--- config.mk ---
export PLATFORM = sky130hd
export DESIGN_NAME = lzwbe_front_flat
export DESIGN_NICKNAME = d
export VERILOG_FILES = /design/src/rtl/core/lzwbe_pkg.sv /design/src/rtl/core/lzwbe_in_if.sv /design/src/rtl/core/lzwbe_front.sv /design/src/flat_wrapper.sv
export SDC_FILE = /design/constraint.sdc
export NUM_CORES = 1
export LEC_CHECK = 0
export BUFFER_PORTS_ARGS = -buffer_cell sky130_fd_sc_hd__buf_2
export CAP_MARGIN = 20
export CORE_MARGIN = 1.5
export CORE_UTILIZATION = 53
export DETAILED_ROUTE_END_ITERATION = 8
export PLACE_DENSITY = 0.8
export REMOVE_ABC_BUFFERS = 1
export SLEW_MARGIN = 30
export SYNTH_ARGS = -nofsm -noshare
export SYNTH_HDL_FRONTEND = slang
export SYNTH_SLANG_ARGS = --single-unit
--- constraint.sdc ---
create_clock -name clk -period 2 [get_ports clk]
set_input_delay 0.1 -clock clk [delete_from_list [all_inputs] [get_ports clk]]
set_output_delay 0.1 -clock clk [all_outputs]
set_load 0.01 [all_outputs]
--- src/rtl/core/lzwbe_pkg.sv ---
// ----------------------------------------------------------------------------
// LZ window expander package
// Shared constants, the distance code table limits and the command record
// that passes from the classifying front end to the copy engine.
// ----------------------------------------------------------------------------
package lzwbe_pkg;

	localparam int WINDOW_SIZE   = 4096;
	localparam int POS_W         = $clog2(WINDOW_SIZE);
	localparam int SYMBOL_COUNT  = 314;
	localparam int LITERAL_LIMIT = 256;
	localparam int LEN_BIAS      = 253;
	localparam int SYM_W         = 9;
	localparam int LEN_W         = 6;
	localparam int TBU_W         = 3;
	localparam int CMD_DEPTH     = 4;

	localparam logic [7:0] SPACE_BYTE = 8'h20;

	localparam logic [7:0] HEAD_N2 = 8'h20;
	localparam logic [7:0] HEAD_N3 = 8'h50;
	localparam logic [7:0] HEAD_N4 = 8'h90;
	localparam logic [7:0] HEAD_N5 = 8'hC0;
	localparam logic [7:0] HEAD_N6 = 8'hF0;

	localparam logic [5:0] UPPER_N2 = 6'h01;
	localparam logic [5:0] UPPER_N3 = 6'h04;
	localparam logic [5:0] UPPER_N4 = 6'h0C;
	localparam logic [5:0] UPPER_N5 = 6'h18;

	typedef struct packed {
		logic             is_lit;
		logic [7:0]       lit_byte;
		logic [LEN_W-1:0] len;
		logic [POS_W-1:0] distance;
		logic [TBU_W-1:0] tbu;
	} cmd_t;

endpackage

--- src/rtl/core/lzwbe_in_if.sv ---
// ----------------------------------------------------------------------------
// Symbol stream interface
// Carries one decoded symbol and the stream bits that follow it.
// ----------------------------------------------------------------------------
interface lzwbe_in_if;
	logic       valid;
	logic       ready;
	logic [8:0] symbol;
	logic [7:0] offset_head;
	logic [5:0] offset_tail;

	modport source (output valid, symbol, offset_head, offset_tail, input ready);
	modport sink (input valid, symbol, offset_head, offset_tail, output ready);
endinterface

--- src/rtl/core/lzwbe_front.sv ---
// ----------------------------------------------------------------------------
// LZ window expander front end
// Accepts symbols, drops those out of range, and turns the rest into literal
// or copy commands with the distance decoded from the stream bits.
// ----------------------------------------------------------------------------
module lzwbe_front (
	input  logic                clk,
	input  logic                arst_n,
	lzwbe_in_if.sink            sym_stream,
	output logic                cmd_valid,
	input  logic                cmd_ready,
	output lzwbe_pkg::cmd_t     cmd
);

	logic                            cmd_v_q;
	lzwbe_pkg::cmd_t                 cmd_q;
	lzwbe_pkg::cmd_t                 cmd_next;
	logic [2:0]                      n_bits;
	logic [5:0]                      upper;
	logic [5:0]                      low6;
	logic [7:0]                      head_diff;
	logic [lzwbe_pkg::SYM_W-1:0]     len_full;
	logic                            in_range;
	logic                            is_lit;

	always_comb begin
		head_diff = '0;
		n_bits    = 3'd1;
		upper     = '0;
		low6      = '0;
		case (sym_stream.offset_head) inside
			[8'h00:8'h1F]: begin
				n_bits = 3'd1;
				upper  = '0;
				low6   = {sym_stream.offset_head[4:0], sym_stream.offset_tail[5]};
			end
			[8'h20:8'h4F]: begin
				head_diff = sym_stream.offset_head - lzwbe_pkg::HEAD_N2;
				n_bits    = 3'd2;
				upper     = 6'(head_diff >> 4) + lzwbe_pkg::UPPER_N2;
				low6      = {sym_stream.offset_head[3:0], sym_stream.offset_tail[5:4]};
			end
			[8'h50:8'h8F]: begin
				head_diff = sym_stream.offset_head - lzwbe_pkg::HEAD_N3;
				n_bits    = 3'd3;
				upper     = 6'(head_diff >> 3) + lzwbe_pkg::UPPER_N3;
				low6      = {sym_stream.offset_head[2:0], sym_stream.offset_tail[5:3]};
			end
			[8'h90:8'hBF]: begin
				head_diff = sym_stream.offset_head - lzwbe_pkg::HEAD_N4;
				n_bits    = 3'd4;
				upper     = 6'(head_diff >> 2) + lzwbe_pkg::UPPER_N4;
				low6      = {sym_stream.offset_head[1:0], sym_stream.offset_tail[5:2]};
			end
			[8'hC0:8'hEF]: begin
				head_diff = sym_stream.offset_head - lzwbe_pkg::HEAD_N5;
				n_bits    = 3'd5;
				upper     = 6'(head_diff >> 1) + lzwbe_pkg::UPPER_N5;
				low6      = {sym_stream.offset_head[0], sym_stream.offset_tail[5:1]};
			end
			default: begin
				head_diff = sym_stream.offset_head - lzwbe_pkg::HEAD_N5;
				n_bits    = 3'd6;
				upper     = head_diff[5:0];
				low6      = sym_stream.offset_tail;
			end
		endcase
	end

	assign in_range = sym_stream.symbol < lzwbe_pkg::SYM_W'(lzwbe_pkg::SYMBOL_COUNT);
	assign is_lit   = sym_stream.symbol < lzwbe_pkg::SYM_W'(lzwbe_pkg::LITERAL_LIMIT);
	assign len_full = sym_stream.symbol - lzwbe_pkg::SYM_W'(lzwbe_pkg::LEN_BIAS);

	always_comb begin
		cmd_next.is_lit   = is_lit;
		cmd_next.lit_byte = sym_stream.symbol[7:0];
		cmd_next.len      = len_full[lzwbe_pkg::LEN_W-1:0];
		cmd_next.distance = {upper, low6};
		cmd_next.tbu      = is_lit ? '0 : n_bits;
	end

	assign sym_stream.ready = !cmd_v_q || cmd_ready;
	assign cmd_valid        = cmd_v_q;
	assign cmd              = cmd_q;

	always_ff @(posedge clk or negedge arst_n) begin
		if (!arst_n) begin
			cmd_v_q <= 1'b0;
		end else if (sym_stream.ready) begin
			cmd_v_q <= sym_stream.valid && in_range;
		end
	end

	always_ff @(posedge clk) begin
		if (sym_stream.ready && sym_stream.valid) begin
			cmd_q <= cmd_next;
		end
	end

endmodule

--- src/flat_wrapper.sv ---
// flat-port wrapper written by rule: the top's interface ports become plain ports
module lzwbe_front_flat 
  (clk, arst_n, cmd_valid, cmd_ready, cmd, sym_stream_valid, sym_stream_symbol, sym_stream_offset_head, sym_stream_offset_tail, sym_stream_ready);
  lzwbe_in_if sym_stream_i ();
  input  logic clk;
  input  logic arst_n;
  output logic cmd_valid;
  input  logic cmd_ready;
  output lzwbe_pkg::cmd_t cmd;
  input wire logic [$bits(sym_stream_i.valid)-1:0] sym_stream_valid;
  input wire logic [$bits(sym_stream_i.symbol)-1:0] sym_stream_symbol;
  input wire logic [$bits(sym_stream_i.offset_head)-1:0] sym_stream_offset_head;
  input wire logic [$bits(sym_stream_i.offset_tail)-1:0] sym_stream_offset_tail;
  output wire logic [$bits(sym_stream_i.ready)-1:0] sym_stream_ready;
  assign sym_stream_i.valid = sym_stream_valid;
  assign sym_stream_i.symbol = sym_stream_symbol;
  assign sym_stream_i.offset_head = sym_stream_offset_head;
  assign sym_stream_i.offset_tail = sym_stream_offset_tail;
  assign sym_stream_ready = sym_stream_i.ready;
  lzwbe_front u_core (.clk(clk), .arst_n(arst_n), .sym_stream(sym_stream_i), .cmd_valid(cmd_valid), .cmd_ready(cmd_ready), .cmd(cmd));
endmodule
Word-level counts from Yosys, hierarchy flattened
Index checks and enable logic that the tools add are counted.
{"block": "totals", "output_inout_bits": 32, "in_bits": 27, "ff_bits": 31, "elab_cells": 55}
{"block": "classes", "magnitude_cmp": 12, "add_sub_neg": 9, "muxes": 14, "n_reduce_logical": 11}
{"op": "two-way mux 6 bit", "n": 9}
{"op": "less-or-equal comparator 8 bit, second input constant", "n": 3}
{"op": "less-than comparator 9 bit, second input constant", "n": 2}
{"op": ">= comparator 8 bit, second input constant", "n": 2}
{"op": ">= comparator 8 x 1 -> 1 bit, second input constant", "n": 1}
{"op": ">= comparator 8 x 6 -> 1 bit, second input constant", "n": 1}
{"op": ">= comparator 8 x 7 -> 1 bit, second input constant", "n": 1}
{"op": "less-or-equal comparator 8 x 5 -> 1 bit, second input constant", "n": 1}
{"op": "less-or-equal comparator 8 x 7 -> 1 bit, second input constant", "n": 1}
{"op": "two-way mux 2 bit", "n": 4}
{"op": "subtractor 8 x 6 -> 8 bit, second input constant", "n": 1}
{"op": "subtractor 8 x 7 -> 8 bit, second input constant", "n": 1}
{"op": "subtractor 8 bit, second input constant", "n": 1}
{"op": "logical AND 1 bit", "n": 7}
{"op": "subtractor 7 bit, second input constant", "n": 1}
{"op": "adder 5 x 3 -> 6 bit, second input constant", "n": 1}
{"op": "adder 6 x 4 -> 6 bit, second input constant", "n": 1}
{"op": "adder 6 x 5 -> 6 bit, second input constant", "n": 1}
{"op": "subtractor 6 bit, second input constant", "n": 1}
{"op": "adder 4 x 1 -> 5 bit, second input constant", "n": 1}
{"op": "OR reduction 4 bit", "n": 1}
{"op": "OR reduction 2 bit", "n": 1}
{"op": "zero test 1 bit", "n": 1}
{"op": "logical OR 1 bit", "n": 1}
{"op": "two-way mux 1 bit", "n": 1}

Longest topological paths before layout
{"block": "logic_depth", "depth_word": 7, "mapped_depth": 10, "ltp_nobuf": 8}

Worst setup path after synthesis
OpenSTA, ideal clock, no wires.
{"block": "synth_path", "path_type": "input-to-reg", "start": "input port sym_stream_offset_head[4]", "end": "register u_core.cmd_q (netlist bit u_core.cmd[7]), data pin", "setup_time_ps": 261, "arrival_ps": 2102, "cell_stages": 10, "path_slack_ps": -363, "n_path_buf": 3, "required_ps": 1739, "cell_sequence": "clkbuf_1 inv_1 ha_1 clkbuf_1 or3b_2 o31ai_4 or2_1 buf_4 a21oi_1 a221o_1"}
{"item": "from (decl)", "line_no": "flat_wrapper.sv:12", "text": "input wire logic [$bits(sym_stream_i.offset_head)-1:0] sym_stream_offset_head;"}
{"item": "to (signal assigned)", "line_no": "lzwbe_front.sv:96", "text": "cmd_q <= cmd_next;"}
{"item": "to (decl)", "line_no": "lzwbe_front.sv:16", "text": "lzwbe_pkg::cmd_t cmd_q;"}

==> results.sh <==
export IMPL_slowest_stage="or3b_2"
export IMPL_fill_cells=299
export IMPL_synthDistinctLibCells=57
export IMPL_core_mm2=0.00403
export IMPL_synth_avg_cell_area_um2=9.90
export IMPL_grt_total_usage_pct=29.6
export IMPL_fmax_mhz=561
export IMPL_avgRoutedWirePerCell_um=17.0
export IMPL_crit_end="u_core.cmd[7]$_DFFE_PP_"
export IMPL_grt_start_max_net_pins=27
export IMPL_drc=0
export IMPL_io_pins=59
export IMPL_layout_min_cycle_time_ns=1.78
export IMPL_r2r_end="u_core.cmd[2]$_SDFFCE_PP0P_"
export IMPL_p_per_area_mw_per_mm2=646
export IMPL_rsz0062_at_grt="false"
export IMPL_crit_chain="buf_2 > inv_1 > ha_1 > or3b_2 > o31ai_4 > or2_1 > a21oi_1 > a221o_1"
export IMPL_die_y_um=67.8
export IMPL_crit_type="primary input to flop"
export IMPL_ant_nets=0
export IMPL_cp_required_ns=2.03
export IMPL_cts_root_buffer="clkbuf_8"
export IMPL_r2r_start="u_core.cmd_valid$_DFFE_PN0N_"
export IMPL_nNetsFinal=363
export IMPL_fin_ws_ns=0.219
export IMPL_layout_drive_gt1_share_pct=36.3
export IMPL_synth_edff_count=30
export IMPL_cts_sinks=31
export IMPL_final_common_cell="buf_2"
export IMPL_maxCapViolCount=0
export IMPL_port_buffers=58
export IMPL_syn_cell_area_mm2=0.00223
export IMPL_grt_pass1_vias=2120
export IMPL_tightest_slew_ns=0.437
export IMPL_crit_path_end_kind="flop"
export IMPL_leakage_nw=1.30
export IMPL_antenna_found_initial=0
export IMPL_cp_top_family="simple AND/OR/NAND/NOR gates"
export IMPL_dr_pass1_iters=4
export IMPL_fin_tns_setup_ns=0
export IMPL_numCtsBuffers=5
export IMPL_num_rows=23
export IMPL_final_area_mm2=0.00300
export IMPL_synth_flop_cell="edfxtp_1"
export IMPL_layout_common_cells="buf_2, buf_4, edfxtp_1, nand2_1, inv_1"
export IMPL_worst_ir_drop_vdd_v=0.000287
export IMPL_num_vias=2274
export IMPL_hold_violations=0
export IMPL_seq_area_frac_synth_pct=41.6
export IMPL_startpoint="sym_stream_offset_head[5]"
export IMPL_floorplan_initialDensity_pct=55.3
export IMPL_cts_resized=0
export IMPL_netlist_instances=225
export IMPL_cts_path_max_buffers=2
export IMPL_post_dp_hpwl_um=4870
export IMPL_fp_dieW_um=67.8
export IMPL_gp_congestion=0.946
export IMPL_grt_pass1_wl_um=10100
export IMPL_status="complete, no violations"
export IMPL_cts_tree="built"
export IMPL_htree_levels=2
export IMPL_arrival_ns=1.81
export IMPL_hold_ws_ns=0.00571
export IMPL_drt_iter0_drc=204
export IMPL_period_share_pct=89.1
export IMPL_maxSlewViolCount=0
export IMPL_startpoint_type="primary input"
export IMPL_setup_viol=0
export IMPL_reg2reg_depth=3
export IMPL_path_depth=8
export IMPL_die_area_mm2=0.00460
export IMPL_critPathMaxStageDelay_ns=0.50
export IMPL_crit_buf_inv=2
export IMPL_areaGrowthSynthToFinish_pct=34.7
export IMPL_path_clk_slew_ns=0.07
export IMPL_drt_wl_total_um=6380
export IMPL_dp_slack_ns=-0.0511
export IMPL_antenna_cells=0
export IMPL_clock_skew_ns=0.00589
export IMPL_hp_class="primary input to flop"
export IMPL_synthArstFlopShare_pct=3.23
export IMPL_place_area_mm2=0.00288
export IMPL_viasPerCell=6.06
export IMPL_ys_warn_count=0
export IMPL_grt_overflow=0
export IMPL_worstSkewPairLatency_ns=0.28
export IMPL_critPathMaxFanout=7
export IMPL_ys_ff_latch=31
export IMPL_r2r_slack_ns=0.58
export IMPL_relSlewSlack_pct=70.9
registers in the layout, indices dropped and copies added, names as in the netlist:
register and count:
u_core.cmd 30, u_core.cmd_valid 1
per-layer routing:
metal  part of all wire (%)  track usage, %  wire length (um)
met3                    8.6            4.11               548
met5                      0               0                 0
met2                     46            48.7              2950
met1                     42            39.2              2700
met4                    2.8            12.3               180
worst min path at each step:
stage,startpoint,end,cells past startpoint
2_1_floorplan,arst_n,u_core.cmd_valid$_DFFE_PN0N_,0
3_3_place_gp,arst_n,u_core.cmd_valid$_DFFE_PN0N_,1
3_5_place_dp,arst_n,u_core.cmd_valid$_DFFE_PN0N_,1
4_1_cts,sym_stream_symbol[7],u_core.cmd[28]$_DFFE_PP_,1
5_1_grt,sym_stream_symbol[7],u_core.cmd[28]$_DFFE_PP_,1
6_report,sym_stream_symbol[6],u_core.cmd[27]$_DFFE_PP_,1
power breakdown:
group	total, mW	switching [mW]	internal, mW
Clock	0.591	0.226	0.364
Combinational	0.549	0.301	0.248
Sequential	0.799	0.0125	0.786
cell usage after synthesis, drive strengths merged (5+ instances only):
cell    instances  area share (%)
ha             12             6.7
a21o            5             1.7
xnor2           7             2.8
o221ai          5             2.0
edfxtp         30              40
o21ai          15             3.4
nand3           6             1.3
nand2          23             3.9
a21oi          10             2.2
nor2           11             1.9
inv            16             2.7
a32oi           5             2.0
nand4           5             1.7
buf             7             1.7
a22oi           5             1.7
layout make-up:
class,instances,area (um^2),share of cell area [%]
inverters,16,60.1,2.00
flip-flops and latches,31,926,30.9
clock buffers,5,68.8,2.29
well taps,50,62.6,2.09
repair buffers,103,656,21.9
clock inverters,3,38.8,1.29
multi-input cells,167,1190,39.6
per-stage QoR:
step,power (mW),std cells,util (%)
after floorplan,1.08,214,-
after global placement,1.34,366,71.6
after detailed placement,1.35,366,71.6
after CTS,1.93,375,74.5
after global routing,2.02,375,74.5
final,1.94,375,74.5
worst register-to-register path: stages, from the launching register on:
cell      delay (ns)
dfrtp_1         0.38
nand2b_1        0.12
and2_1          0.38
buf_12          0.23
timing repair:
action | 4_1_cts | 5_1_grt
hold buffers | 1 | 0
setup buffers | 0 | 0
hold endpoints to repair | 1 | 0
logic make-up after synthesis:
| logic type | count (synthesis) | synth area share, % |
|---|---|---|
| compound gates | 79 | 27.2 |
| fa+ha+maj | 12 | 6.74 |
| xor+xnor | 10 | 3.93 |
| flops | 31 | 41.6 |
| buf+inv | 27 | 5.06 |
| simple gates | 66 | 15.4 |
(Power assumes the default switching activity.)
