File: src/rtl/core/lzwbe_pkg.sv
// ----------------------------------------------------------------------------
// LZ window expander package
// Shared constants, the distance code table limits and the command record
// that passes from the classifying front end to the copy engine.
// ----------------------------------------------------------------------------
package lzwbe_pkg;

	localparam int WINDOW_SIZE   = 4096;
	localparam int POS_W         = $clog2(WINDOW_SIZE);
	localparam int SYMBOL_COUNT  = 314;
	localparam int LITERAL_LIMIT = 256;
	localparam int LEN_BIAS      = 253;
	localparam int SYM_W         = 9;
	localparam int LEN_W         = 6;
	localparam int TBU_W         = 3;
	localparam int CMD_DEPTH     = 4;

	localparam logic [7:0] SPACE_BYTE = 8'h20;

	localparam logic [7:0] HEAD_N2 = 8'h20;
	localparam logic [7:0] HEAD_N3 = 8'h50;
	localparam logic [7:0] HEAD_N4 = 8'h90;
	localparam logic [7:0] HEAD_N5 = 8'hC0;
	localparam logic [7:0] HEAD_N6 = 8'hF0;

	localparam logic [5:0] UPPER_N2 = 6'h01;
	localparam logic [5:0] UPPER_N3 = 6'h04;
	localparam logic [5:0] UPPER_N4 = 6'h0C;
	localparam logic [5:0] UPPER_N5 = 6'h18;

	typedef struct packed {
		logic             is_lit;
		logic [7:0]       lit_byte;
		logic [LEN_W-1:0] len;
		logic [POS_W-1:0] distance;
		logic [TBU_W-1:0] tbu;
	} cmd_t;

endpackage

File: src/rtl/core/lzwbe_cmd_fifo.sv
// ----------------------------------------------------------------------------
// LZ window expander command queue
// A short register queue that decouples the front end from the copy engine.
// ----------------------------------------------------------------------------
module lzwbe_cmd_fifo #(
	parameter int DEPTH = lzwbe_pkg::CMD_DEPTH
) (
	input  logic            clk,
	input  logic            arst_n,
	input  logic            push_valid,
	output logic            push_ready,
	input  lzwbe_pkg::cmd_t push_data,
	output logic            pop_valid,
	input  logic            pop,
	output lzwbe_pkg::cmd_t pop_data
);

	localparam int PTR_W = (DEPTH > 1) ? $clog2(DEPTH) : 1;
	localparam int CNT_W = $clog2(DEPTH + 1);

	lzwbe_pkg::cmd_t  entry_q [DEPTH];
	logic [PTR_W-1:0] wr_ptr_q;
	logic [PTR_W-1:0] rd_ptr_q;
	logic [CNT_W-1:0] count_q;
	logic             push;

	assign push_ready = count_q != CNT_W'(DEPTH);
	assign pop_valid  = count_q != '0;
	assign pop_data   = entry_q[rd_ptr_q];
	assign push       = push_valid && push_ready;

	always_ff @(posedge clk or negedge arst_n) begin
		if (!arst_n) begin
			wr_ptr_q <= '0;
			rd_ptr_q <= '0;
			count_q  <= '0;
		end else begin
			if (push) begin
				wr_ptr_q <= (wr_ptr_q == PTR_W'(DEPTH - 1)) ? '0 : wr_ptr_q + 1'b1;
			end
			if (pop) begin
				rd_ptr_q <= (rd_ptr_q == PTR_W'(DEPTH - 1)) ? '0 : rd_ptr_q + 1'b1;
			end
			if (push && !pop) begin
				count_q <= count_q + 1'b1;
			end else if (pop && !push) begin
				count_q <= count_q - 1'b1;
			end
		end
	end

	always_ff @(posedge clk) begin
		if (push) begin
			entry_q[wr_ptr_q] <= push_data;
		end
	end

	a_pop_needs_entry: assert property (@(posedge clk) disable iff (!arst_n)
		pop |-> count_q != '0)
		else $error("command popped from an empty queue");

	a_count_tracks_push: assert property (@(posedge clk) disable iff (!arst_n)
		(push && !pop) |=> count_q == CNT_W'($past(count_q) + 1'b1))
		else $error("queue fill count lost a transfer");

endmodule

File: config.mk
export PLATFORM = sky130hd
export DESIGN_NAME = lzwbe_cmd_fifo
export DESIGN_NICKNAME = d
export VERILOG_FILES = /design/src/rtl/core/lzwbe_pkg.sv /design/src/rtl/core/lzwbe_cmd_fifo.sv
export SDC_FILE = /design/constraint.sdc
export NUM_CORES = 1
export LEC_CHECK = 0
export BUFFER_PORTS_ARGS = -buffer_cell sky130_fd_sc_hd__buf_2
export CAP_MARGIN = 25
export CORE_MARGIN = 2
export CORE_UTILIZATION = 56
export DETAILED_ROUTE_END_ITERATION = 7
export PLACE_DENSITY_LB_ADDON = 0.12
export SETUP_SLACK_MARGIN = 0.4
export SLEW_MARGIN = 0
export SYNTH_ARGS = -nofsm -noshare
export SYNTH_HDL_FRONTEND = slang
export SYNTH_SLANG_ARGS = --single-unit
File: constraint.sdc
create_clock -name clk -period 2.5 [get_ports clk]
set_clock_uncertainty 0.1 [all_clocks]
set_input_delay 0.5 -clock clk [delete_from_list [all_inputs] [get_ports clk]]
set_output_delay 0.5 -clock clk [all_outputs]
set_load 0.02 [all_outputs]
# Yosys cells after proc, flatten, opt, wreduce, memory -nomap -nowiden
# Memories as Yosys holds them, arrays and structs flattened.
# Index checks and enable logic that the tools add are counted.
[totals]
reg_bits = 7
ram_bits = 120
input_bits = 34
out_inout_bits = 32
n_memories = 1
[memory_table]
columns = ["memory", "depth", "word_bits", "read_ports", "rd_clocked_by_memory_dff", "write_ports", "line", "rtl"]
rows = [
  ["entry_q", 4, 30, 1, 0, 1, "lzwbe_cmd_fifo.sv:21", "lzwbe_pkg::cmd_t entry_q [DEPTH];"],
]
[classes]
n_addsub = 4
eq_ne = 3
muxes = 6
reduce_logical = 7
[op_table]
columns = ["operator", "count"]
rows = [
  ["$mux W3", 2],
  ["$add A2 B1 Y2 const B", 2],
  ["$eq A2 B2 Y1 const B", 2],
  ["$mux W2", 2],
  ["$add A3 B1 Y3 const B", 1],
  ["$logic_and A1 B1 Y1", 3],
  ["$ne A3 B3 Y1 const B", 1],
  ["$reduce_bool A3 Y1", 1],
  ["$sub A3 B1 Y3 const B", 1],
  ["$logic_not A1 Y1", 2],
  ["$mux W1", 2],
  ["$reduce_bool A2 Y1", 1],
]

# Longest topological paths before layout
# Gate-level depths: netlist of run 1.
[depth]
depth_word = 6
ltp_mapped = 8
ltp_nobuf = 8

# Worst setup path after synthesis of run 1
# Ideal clock, no wire load.
[synth_timing]
path_kind = "flip-flop to flip-flop"
startpoint = "register count_q[1]"
endpoint = "register count_q[1]"
setup_ns = 0.125
arrival_time_ns = 1.939
t_required_ns = 2.275
setup_slack_ns = 0.336
path_stages_with_launch = 7
path_buffers = 0
synth_period_minus_slack_ns = 2.164
path_cell_list = "dfrtp_1 > or3b_4 > and2_4 > ha_1 > inv_1 > fa_1 > mux2_2"
[synth_between]
elab_chain_len = 5
word_cells_on_any_way = 10
classes_between = "add/sub (2); eq/ne (1); mux (2); reduce/logical (5)"
[synth_rtl]
columns = ["element", "line", "rtl"]
rows = [
  ["start, declared", "lzwbe_cmd_fifo.sv:24", "logic [CNT_W-1:0] count_q;"],
  ["start signal, assigned", "lzwbe_cmd_fifo.sv:45", "count_q <= count_q + 1'b1;"],
  ["start signal, assigned", "lzwbe_cmd_fifo.sv:47", "count_q <= count_q - 1'b1;"],
  ["$ne A3 B3 Y1 *", "lzwbe_cmd_fifo.sv:27", "assign push_ready = count_q != CNT_W'(DEPTH);"],
  ["net push_ready", "lzwbe_cmd_fifo.sv:11", "output logic push_ready,"],
  ["$logic_and A1 B1 Y1 *", "lzwbe_cmd_fifo.sv:30", "assign push = push_valid && push_ready;"],
  ["net push", "lzwbe_cmd_fifo.sv:25", "logic push;"],
  ["$logic_not A1 Y1", "lzwbe_cmd_fifo.sv:46", "end else if (pop && !push) begin"],
  ["$logic_and A1 B1 Y1", "lzwbe_cmd_fifo.sv:46", ""],
  ["$reduce_bool A2 Y1 (no source line)", "-", ""],
]
# The timed path passes the listed nets; every way through them passes the cells marked *. The select of a mux whose other input is x is not followed.
# A chain may end at the register's enable or synchronous reset.

==> summary.txt, run 1 <==
Status -> completed
Reg2reg path depth -> 6
Final WL -> 8250 µm
Detail Route Antenna Nets -> 0
DR vias/cell -> 5.50
Clock transition at path regs -> 0.06 ns
Post-Syn Area -> 0.00476 mm²
Max H-tree Level -> 4
Max clock buf depth -> 2
Max Slew Vio Count -> 0
Setup crit end kind -> output port
Worst setup SP type -> flip-flop
Commonest non-fill, non-tap cell in the layout -> edfxtp_1
Drt wl/cell -> 20.7 µm
Reg-to-reg endpoint -> count_q[1]
Hold endpoint -> entry_q[0][6]
Most frequent cells in the layout -> edfxtp_1 (120), buf_2 (36), mux4_2 (30), buf_6 (30), clkbuf_16 (19)
GRT Total Usage -> 18.3%
Drt initial violations -> 128
Synth warnings -> 0
Total grt overflow -> 0
Die Ht -> 96.2 µm
Setup_tns -> 0 ns
Worst path max stage delay -> 0.54 ns
# diodes -> 0
CTS Buf Count -> 17
Largest net degree at the start of global routing -> 31
Maxcap violations -> 0
GR Util met2 -> 29.7%
Slew at the pin closest to its max-slew limit -> 0.824 ns
Post-route clock period utilization -> 98.5%
GR Util met3 -> 6.50%
Die Area -> 0.00925 mm²
Netlist cell types -> 20
Initial Util -> 57.9%
Fmax -> 406 MHz
Port bufs -> 65
Setup Crit Path Kind -> reg2out
Synth Instances -> 193
CP top delay family -> multiplexers
Dpl hpwl -> 4480 µm
DR pass1 iterations -> 4
Hold crit path type -> in2reg
PD cells -> 1300 mW/mm²
Critical Path RT -> 1.90 ns
Clk sinks -> 127
Peak supply drop -> 1.04 mV
DR DRC count -> 0
RSZ-0062 raised after global routing -> true
Die Wd -> 96.2 µm
Largest fanout on the critical path -> 6
Routed vias -> 2194
Final setup vio count -> 0
Final #Nets -> 322
Clock insertion delay at the later pin of the skew report -> 0.50 ns
Top Ports -> 66
Crit path time final -> 2.46 ns
Met1 usage -> 22.7%
First-pass GRT wire length -> 11500 µm
DP Worst Slack -> 0.379 ns
Synthesis-stage register bit count -> 127
Startpoint of the worst hold path -> push_data[6]
Synth Net Count -> 234
R2R Setup Slk -> 0.40 ns
Row cnt -> 33
Crit-path slowest cell -> mux4_2
Ordered list of cells on the worst path -> buf_12, clkbuf_16, mux4_2, buf_6
Final hold viol count -> 0
Initial antenna violation count -> 0
Ratio of cells with drive above 1 in the final layout -> 50.0%
Final Worst Setup Slack -> 0.0375 ns
Total power draw -> 7.95 mW
Reg2reg start -> count_q[1]
Placer Congestion -> 0.686
Core ar. -> 0.00822 mm²
Crit path buf inv count -> 3
Leak Pwr -> 2.18 nW
P&R area growth vs syn -> 28.5%
Arr. time, crit path -> 1.86 ns
GRT Max-Usage Layer -> met2
Slew HR -> 45.1%
Vias in the first global route -> 2247
Register area share after synthesis -> 79.4%
TritonCTS clock tree -> built
Hold path cells -> 1
Avg Inst Size Synth -> 24.7 µm²
CTS root buf -> clkbuf_8
[state kept, by name, summed over array words and instances, names as in the netlist]
register,count
count_q,3
wr_ptr_q,2
rd_ptr_q,2
entry_q,120
[worst max path at each step]
stage	slack, ns	start	to	cells after the start
3_3_place_gp	0.42	count_q[0]	count_q[1]	6
6_report	0.04	rd_ptr_q[0]	pop_data[17]	4
5_1_grt	-0.02	rd_ptr_q[0]	pop_data[17]	4
4_1_cts	0.04	rd_ptr_q[0]	pop_data[2]	3
2_1_floorplan	0.39	count_q[0]	count_q[1]	6
3_5_place_dp	0.38	count_q[0]	count_q[1]	6
[synthesized netlist by cell type, drive strengths merged]
cell type	n	share of area, %
mux2	4	1.1
mux4	30	14
nor2	2	0.16
a21o	1	0.16
edfxtp	120	76
or3	1	0.16
xor2	2	0.37
inv	4	0.32
and2	1	0.18
xnor2	1	0.18
nor3	1	0.11
or3b	1	0.24
fa	1	0.42
and3	4	0.63
ha	6	1.6
dfrtp	7	3.7
buf	7	0.79
[layer usage]
| layer | vias up | wire (µm) |
|---|---|---|
| met5 | - | 0 |
| met1 | 1135 | 3500 |
| met4 | 0 | 66 |
| met2 | 62 | 4330 |
| met3 | 8 | 364 |
| li1 | 989 | - |
[cell type report]
type / count / area [µm²]
clock buffers: 18 / 418
fillers: 446 / 2100
well taps: 105 / 131
inverters: 4 / 15.0
multi-input cells: 55 / 943
clock inverters: 14 / 125
repair buffers: 76 / 698
flip-flops and latches: 127 / 3780
[report_power, final]
group	internal (mW)	switching, mW	leakage (nW)	total, mW
Clock	1.39	0.816	0.256	2.21
Sequential	2.83	0.160	1.18	2.99
Combinational	1.42	1.33	0.746	2.75
Total	5.64	2.30	2.18	7.95
[cells by family (layout without fill, tap and decap cells)]
family | count (synthesis) | in the layout | synth area share (%)
simple gates | 10 | 10 | 1.47
fa+ha+maj | 7 | 7 | 2.00
buf+inv | 11 | 112 | 1.10
compound gates | 1 | 1 | 0.158
flops | 127 | 127 | 79.4
mux | 34 | 34 | 15.3
xor+xnor | 3 | 3 | 0.552
[timing repair]
action                     CTS  global route
setup buffers                2             1
hold endpoints to repair     7             0
gates resized for setup      5            59
cloned                       0             4
hold buffers                 1             0
pin swaps                    0             1
setup endpoints to repair   33            33
[stage by stage]
step                      cell area [µm²]  std cells  hold WS [ns]  utilization, %
after global routing                 6110        399        0.0905            74.4
after floorplan                      4770        193         0.104               -
after detailed placement             5240        359         0.248            63.8
after CTS                            5820        394        0.0919            70.9
final                                6110        399         0.117            74.4
after global placement               5240        359         0.244            63.8
(Power assumes the default switching activity.)
==> inputs of run 2 (changes only) <==
- CORE_ASPECT_RATIO: unset -> 0.8
==> summary.txt, run 2 (synthesis gave the netlist of run 1 again) <==
Status -> completed
Initial Util -> 56.8% (-1.1 points)
Worst setup SP type -> flip-flop
Max H-tree Level -> 4 (unchanged)
CTS Buf Count -> 17 (unchanged)
RSZ-0062 raised after global routing -> true
Dpl hpwl -> 4540 µm (+1.4%)
# diodes -> 0 (unchanged)
Clk sinks -> 127 (unchanged)
Worst path max stage delay -> 0.55 ns (about the same)
Largest net degree at the start of global routing -> 31 (unchanged)
Commonest non-fill, non-tap cell in the layout -> edfxtp_1
Detail Route Antenna Nets -> 0 (unchanged)
CTS root buf -> clkbuf_8
Post-route design area -> 0.00617 mm² (+1.0%)
Clk pwr share -> 28.8% (+1.0 points)
Peak supply drop -> 0.710 mV (-32%)
Die Wd -> 107 µm (+11%)
First-pass GRT wire length -> 12800 µm (+11%)
Drt wl/cell -> 21.5 µm (+4.2%)
Final #Nets -> 328 (+1.9%)
Internal power -> 5.78 mW (+2.4%)
Sequential share of power -> 36.7% (-1.0 points)
Slew HR -> 44.0% (-1.1 points)
Crit-path slowest cell -> mux4_2
Arr. time, crit path -> 1.88 ns (+0.02 ns)
Setup_tns -> 0 ns (unchanged)
DR pass1 iterations -> 4 (unchanged)
Crit path time final -> 2.48 ns (+0.0162 ns)
Slew at the pin closest to its max-slew limit -> 0.841 ns (+0.0164 ns)
Core ar. -> 0.00837 mm² (+1.9%)
Leak Pwr -> 2.22 nW (+1.9%)
P&R area growth vs syn -> 29.8%
Die Area -> 0.00925 mm² (about the same)
Maxcap violations -> 0 (unchanged)
Switch share -> 29.2% (+0.25 points)
Biggest regs -> entry_q (120), count_q (3)
Setup Crit Path Kind -> reg2out
Max Slew Vio Count -> 0 (unchanged)
Largest fanout on the critical path -> 6 (unchanged)
Vias in the first global route -> 2307 (+2.7%)
Post-route clock period utilization -> 99.1% (+0.65 points)
Sw power -> 2.39 mW (+3.6%)
Largest register FFs -> 120 (unchanged)
Reg with most FFs -> entry_q
Setup crit end kind -> output port
Ordered list of cells on the worst path -> buf_12, buf_12, mux4_2, buf_6
Hold crit path type -> in2reg
Comb pwr share -> 34.5% (about the same)
Most frequent cells in the layout -> edfxtp_1 (120), buf_2 (39), mux4_2 (30)
Total grt overflow -> 0 (unchanged)
Hold WS -> 0.103 ns (-0.0138 ns)
Row cnt -> 30 (-9.1%)
DR vias/cell -> 5.53 (+0.60%)
Final WL -> 8880 µm (+7.5%)
Port bufs -> 65 (unchanged)
Fmax -> 403 MHz (-0.65%)
Placement Cell Area -> 0.00526 mm² (+0.31%)
CP dominant cell by count -> buf_12
Critical Path RT -> 1.90 ns (about the same)
Clock insertion delay at the later pin of the skew report -> 0.51 ns (about the same)
Placer Congestion -> 0.702 (+2.3%)
Max clock buf depth -> 2 (unchanged)
DR DRC count -> 0 (unchanged)
Drt initial violations -> 95 (-26%)
Top Ports -> 66 (unchanged)
Clock transition at path regs -> 0.06 ns (about the same)
Routed vias -> 2279 (+3.9%)
Final setup vio count -> 0 (unchanged)
GRT Total Usage -> 19.8% (+1.5 points)
PD cells -> 1320 mW/mm² (+1.7%)
TritonCTS clock tree -> built
Ratio of cells with drive above 1 in the final layout -> 51.7% (+1.7 points)
Final hold viol count -> 0 (unchanged)
Die Ht -> 86.4 µm (-10%)
Initial antenna violation count -> 0 (unchanged)
==> run 2: cell types whose count changed in the layout (fill, tap and decap cells not counted), sizes merged <==
cell | previous run | this run
clkinvlp | 4 | 2
clkbuf | 21 | 22
bufinv | 2 | 3
buf | 72 | 78
==> run 2: per-layer routing <==
| metal | up-vias | global-route usage, % | share of wire [%] |
|---|---|---|---|
| met5 | - | 0 | 0 |
| met4 | 0 | 7.67 | 0.87 |
| met3 | 9 | 7.29 | 4.4 |
| met2 | 62 | 30.6 | 52 |
| met1 | 1204 | 26.2 | 43 |
| li1 | 1004 | - | - |
==> run 2: repair_timing <==
action	4_1_cts	5_1_grt
cloned	0	4
endpoints found under the hold margin	7	0
pin swaps	1	3
setup buffers	4	4
endpoints found under the setup margin	33	34
gates resized for setup	7	53
hold buffers	1	0
==> run 2: final cells by class <==
| cell class | count | area (µm²) |
|---|---|---|
| well taps | 112 | 140 |
| fillers | 478 | 2200 |
| multi-input cells | 55 | 946 |
| flip-flops and latches | 127 | 3780 |
| repair buffers | 82 | 724 |
| clock inverters | 13 | 146 |
| clock buffers | 19 | 422 |
| inverters | 4 | 15.0 |
==> run 2: stage by stage <==
| stage | utilization [%] | power (mW) | instances | setup slack (ns) |
|---|---|---|---|---|
| CTS | 70.3 | 7.63 | 404 | 0.0122 |
| detailed placement | 62.8 | 5.20 | 367 | 0.368 |
| global placement | 62.8 | 5.17 | 367 | 0.424 |
| floorplan | - | 4.50 | 193 | 0.394 |
| global route | 73.8 | 8.49 | 412 | -0.0308 |
| finish | 73.8 | 8.16 | 412 | 0.0213 |
==> run 2: worst paths after layout <==
kind,from,to,slack (ns),depth (start not counted)
max reg2reg,count_q[0],count_q[1],0.37,6
min,push_data[1],entry_q[3][1],0.10,1
min in group asynchronous,arst_n,count_q[1],0.30,2
max in group asynchronous,arst_n,rd_ptr_q[0],1.81,2
max,rd_ptr_q[0],pop_data[3],0.02,4
min reg2reg,count_q[2],count_q[2],0.49,2
==> run 2: power by group through the flow <==
stage / sequential [mW] / combinational [mW] / clock (mW)
floorplan: 2.96 / 1.54 / 0
global placement: 3.02 / 2.15 / 0
detailed placement: 3.03 / 2.17 / 0
CTS: 3.00 / 2.26 / 2.37
global route: 3.03 / 2.98 / 2.47
finish: 3.00 / 2.82 / 2.35
==> run 2: worst max-delay path, delay by kind of cell (launching register included) <==
| family | cells | cell delay (ns) |
|---|---|---|
| flops | 1 | 0.38 |
| buf+inv | 3 | 0.44 |
| mux | 1 | 0.55 |
==> inputs of run 3 (changes only) <==
- CORE_ASPECT_RATIO: 0.8 -> 0.7
==> summary.txt, run 3 (synthesis gave the netlist of run 1 again) <==
# diodes -> 0 (unchanged)
Worst setup SP type -> flip-flop
Detail Route Antenna Nets -> 0 (unchanged)
Maxcap violations -> 0 (unchanged)
Core ar. -> 0.00834 mm² (-0.39%)
Startpoint of the worst hold path -> push_data[15]
Die Area -> 0.00926 mm² (about the same)
Finished Core Util -> 71.1% (-2.7 points)
Critical Path RT -> 1.90 ns (about the same)
Hold crit path type -> in2reg
Biggest regs -> entry_q (120), count_q (3)
Final setup vio count -> 0 (unchanged)
CP Launch Point -> rd_ptr_q[0]
Die Wd -> 114 µm (+6.6%)
Reg2reg start -> count_q[0]
Commonest non-fill, non-tap cell in the layout -> edfxtp_1
Leak Pwr -> 2.12 nW (-4.5%)
Max Slew Vio Count -> 0 (unchanged)
Vias in the first global route -> 2281 (-1.1%)
Total grt overflow -> 0 (unchanged)
PD cells -> 1280 mW/mm² (-3.3%)
Reg-to-reg endpoint -> count_q[1]
Most frequent cells in the layout -> edfxtp_1 (120), buf_2 (59), mux4_2 (30)
Initial Util -> 57.1% (+0.22 points)
Die Ht -> 81.1 µm (-6.2%)
Post-route clock period utilization -> 94.2% (-5.0 points)
Clock transition at path regs -> 0.05 ns (about the same)
RSZ-0062 raised after global routing -> true
Total placed cells including tap cells -> 360 (-1.9%)
DR vias/cell -> 5.38 (-2.8%)
CTS Buf Count -> 17 (unchanged)
Placement Cell Area -> 0.00526 mm² (about the same)
Fmax -> 425 MHz (+5.3%)
Routed vias -> 2145 (-5.9%)
CTS root buf -> clkbuf_16
Initial antenna violation count -> 0 (unchanged)
Setup_tns -> 0 ns (unchanged)
Slew HR -> 44.8% (+0.82 points)
Clk sinks -> 127 (unchanged)
Top Ports -> 66 (unchanged)
First-pass GRT wire length -> 12200 µm (-4.7%)
DR pass1 iterations -> 5 (+1)
R2R Setup Slk -> 0.42 ns (+0.05 ns)
Setup crit end kind -> output port
Max H-tree Level -> 4 (unchanged)
Reg with most FFs -> entry_q
Dpl hpwl -> 4630 µm (+2.0%)
Row cnt -> 28 (-6.7%)
Multi-input gate area in the final layout -> 943 µm² (-0.26%)
Final #Nets -> 323 (-1.5%)
Largest register FFs -> 120 (unchanged)
Port bufs -> 65 (unchanged)
Drt initial violations -> 150 (+58%)
GRT Total Usage -> 18.9% (-0.89 points)
Hold WS -> 0.205 ns (+0.102 ns)
Crit path time final -> 2.35 ns (-0.125 ns)
Clock insertion delay at the later pin of the skew report -> 0.40 ns (-0.11 ns)
Status -> completed
Arr. time, crit path -> 1.75 ns (-0.13 ns)
Setup Crit Path Kind -> reg2out
Largest net degree at the start of global routing -> 31 (unchanged)
Peak supply drop -> 0.715 mV (+0.78%)
Final hold viol count -> 0 (unchanged)
Max clock buf depth -> 2 (unchanged)
P&R area growth vs syn -> 24.6%
Non-filler cells in the finished layout -> 399 (-3.2%)
Slew at the pin closest to its max-slew limit -> 0.828 ns (-0.0122 ns)
Drt wl/cell -> 19.8 µm (-8.2%)
Final WL -> 7890 µm (-11%)
DR DRC count -> 0 (unchanged)
Post-route design area -> 0.00593 mm² (-4.0%)
Ratio of cells with drive above 1 in the final layout -> 50.3% (-1.3 points)
Placer Congestion -> 0.673 (-4.0%)
Largest fanout on the critical path -> 5 (-1)
TritonCTS clock tree -> built
Reg2reg path depth -> 6 (unchanged)
Sequential cell area -> 0.00378 mm² (unchanged)
Number of fill cells -> 508 (+6.3%)
Worst Setup EP -> pop_data[2]
-- run 3: changes by cell type in the layout (fill, tap and decap cells not counted), sizes merged --
| cell | change |
|---|---|
| bufinv | -1 |
| buf | -3 |
| clkinv | +1 |
| clkinvlp | +1 |
| clkbuf | -4 |
-- run 3: layout make-up --
cell class	instances	share of cell area (%)
repair buffers	77	8.55
clock inverters	14	2.13
inverters	4	0.253
clock buffers	17	7.17
flip-flops and latches	127	63.8
well taps	105	2.22
multi-input cells	55	15.9
-- run 3: metrics by stage --
step                      power, mW  setup slack [ns]
after CTS                      7.54             0.143
after global routing           7.94            0.0916
after global placement         5.18             0.399
after floorplan                4.50             0.394
after detailed placement       5.21             0.388
final                          7.58             0.146
-- run 3: how the worst min path moves through the flow --
stage,end,slack (ns),cells after the start
6_report,entry_q[2][15],0.21,1
4_1_cts,entry_q[2][15],0.19,1
3_3_place_gp,wr_ptr_q[1],0.25,1
5_1_grt,entry_q[2][24],0.20,1
2_1_floorplan,count_q[0],0.10,0
3_5_place_dp,count_q[0],0.25,1
-- run 3: critical path: stages, from the launching register on --
cell,delay [ns]
dfrtp_2,0.41
buf_4,0.14
buf_12,0.11
mux4_2,0.54
buf_6,0.16
-- run 3: timing repair --
item	in CTS	in global routing
cloned	0	1
hold endpoints to repair	7	0
gates resized for setup	2	11
hold buffers	1	0
setup endpoints to repair	31	32
setup buffers	4	2
-- run 3: power by group --
part	total, mW	leakage (nW)	internal (mW)	switching, mW
Clock	2.26	0.264	1.44	0.824
Combinational	2.32	0.680	1.09	1.23
Sequential	3.00	1.18	2.83	0.168
Total	7.58	2.12	5.36	2.22
-- run 3: per-layer routing --
layer / part of all wire (%) / GRT usage [%]
met2: 48 / 28.2
met3: 6.5 / 8.13
met1: 45 / 25.1
met4: 0.53 / 7.68
met5: 0 / 0
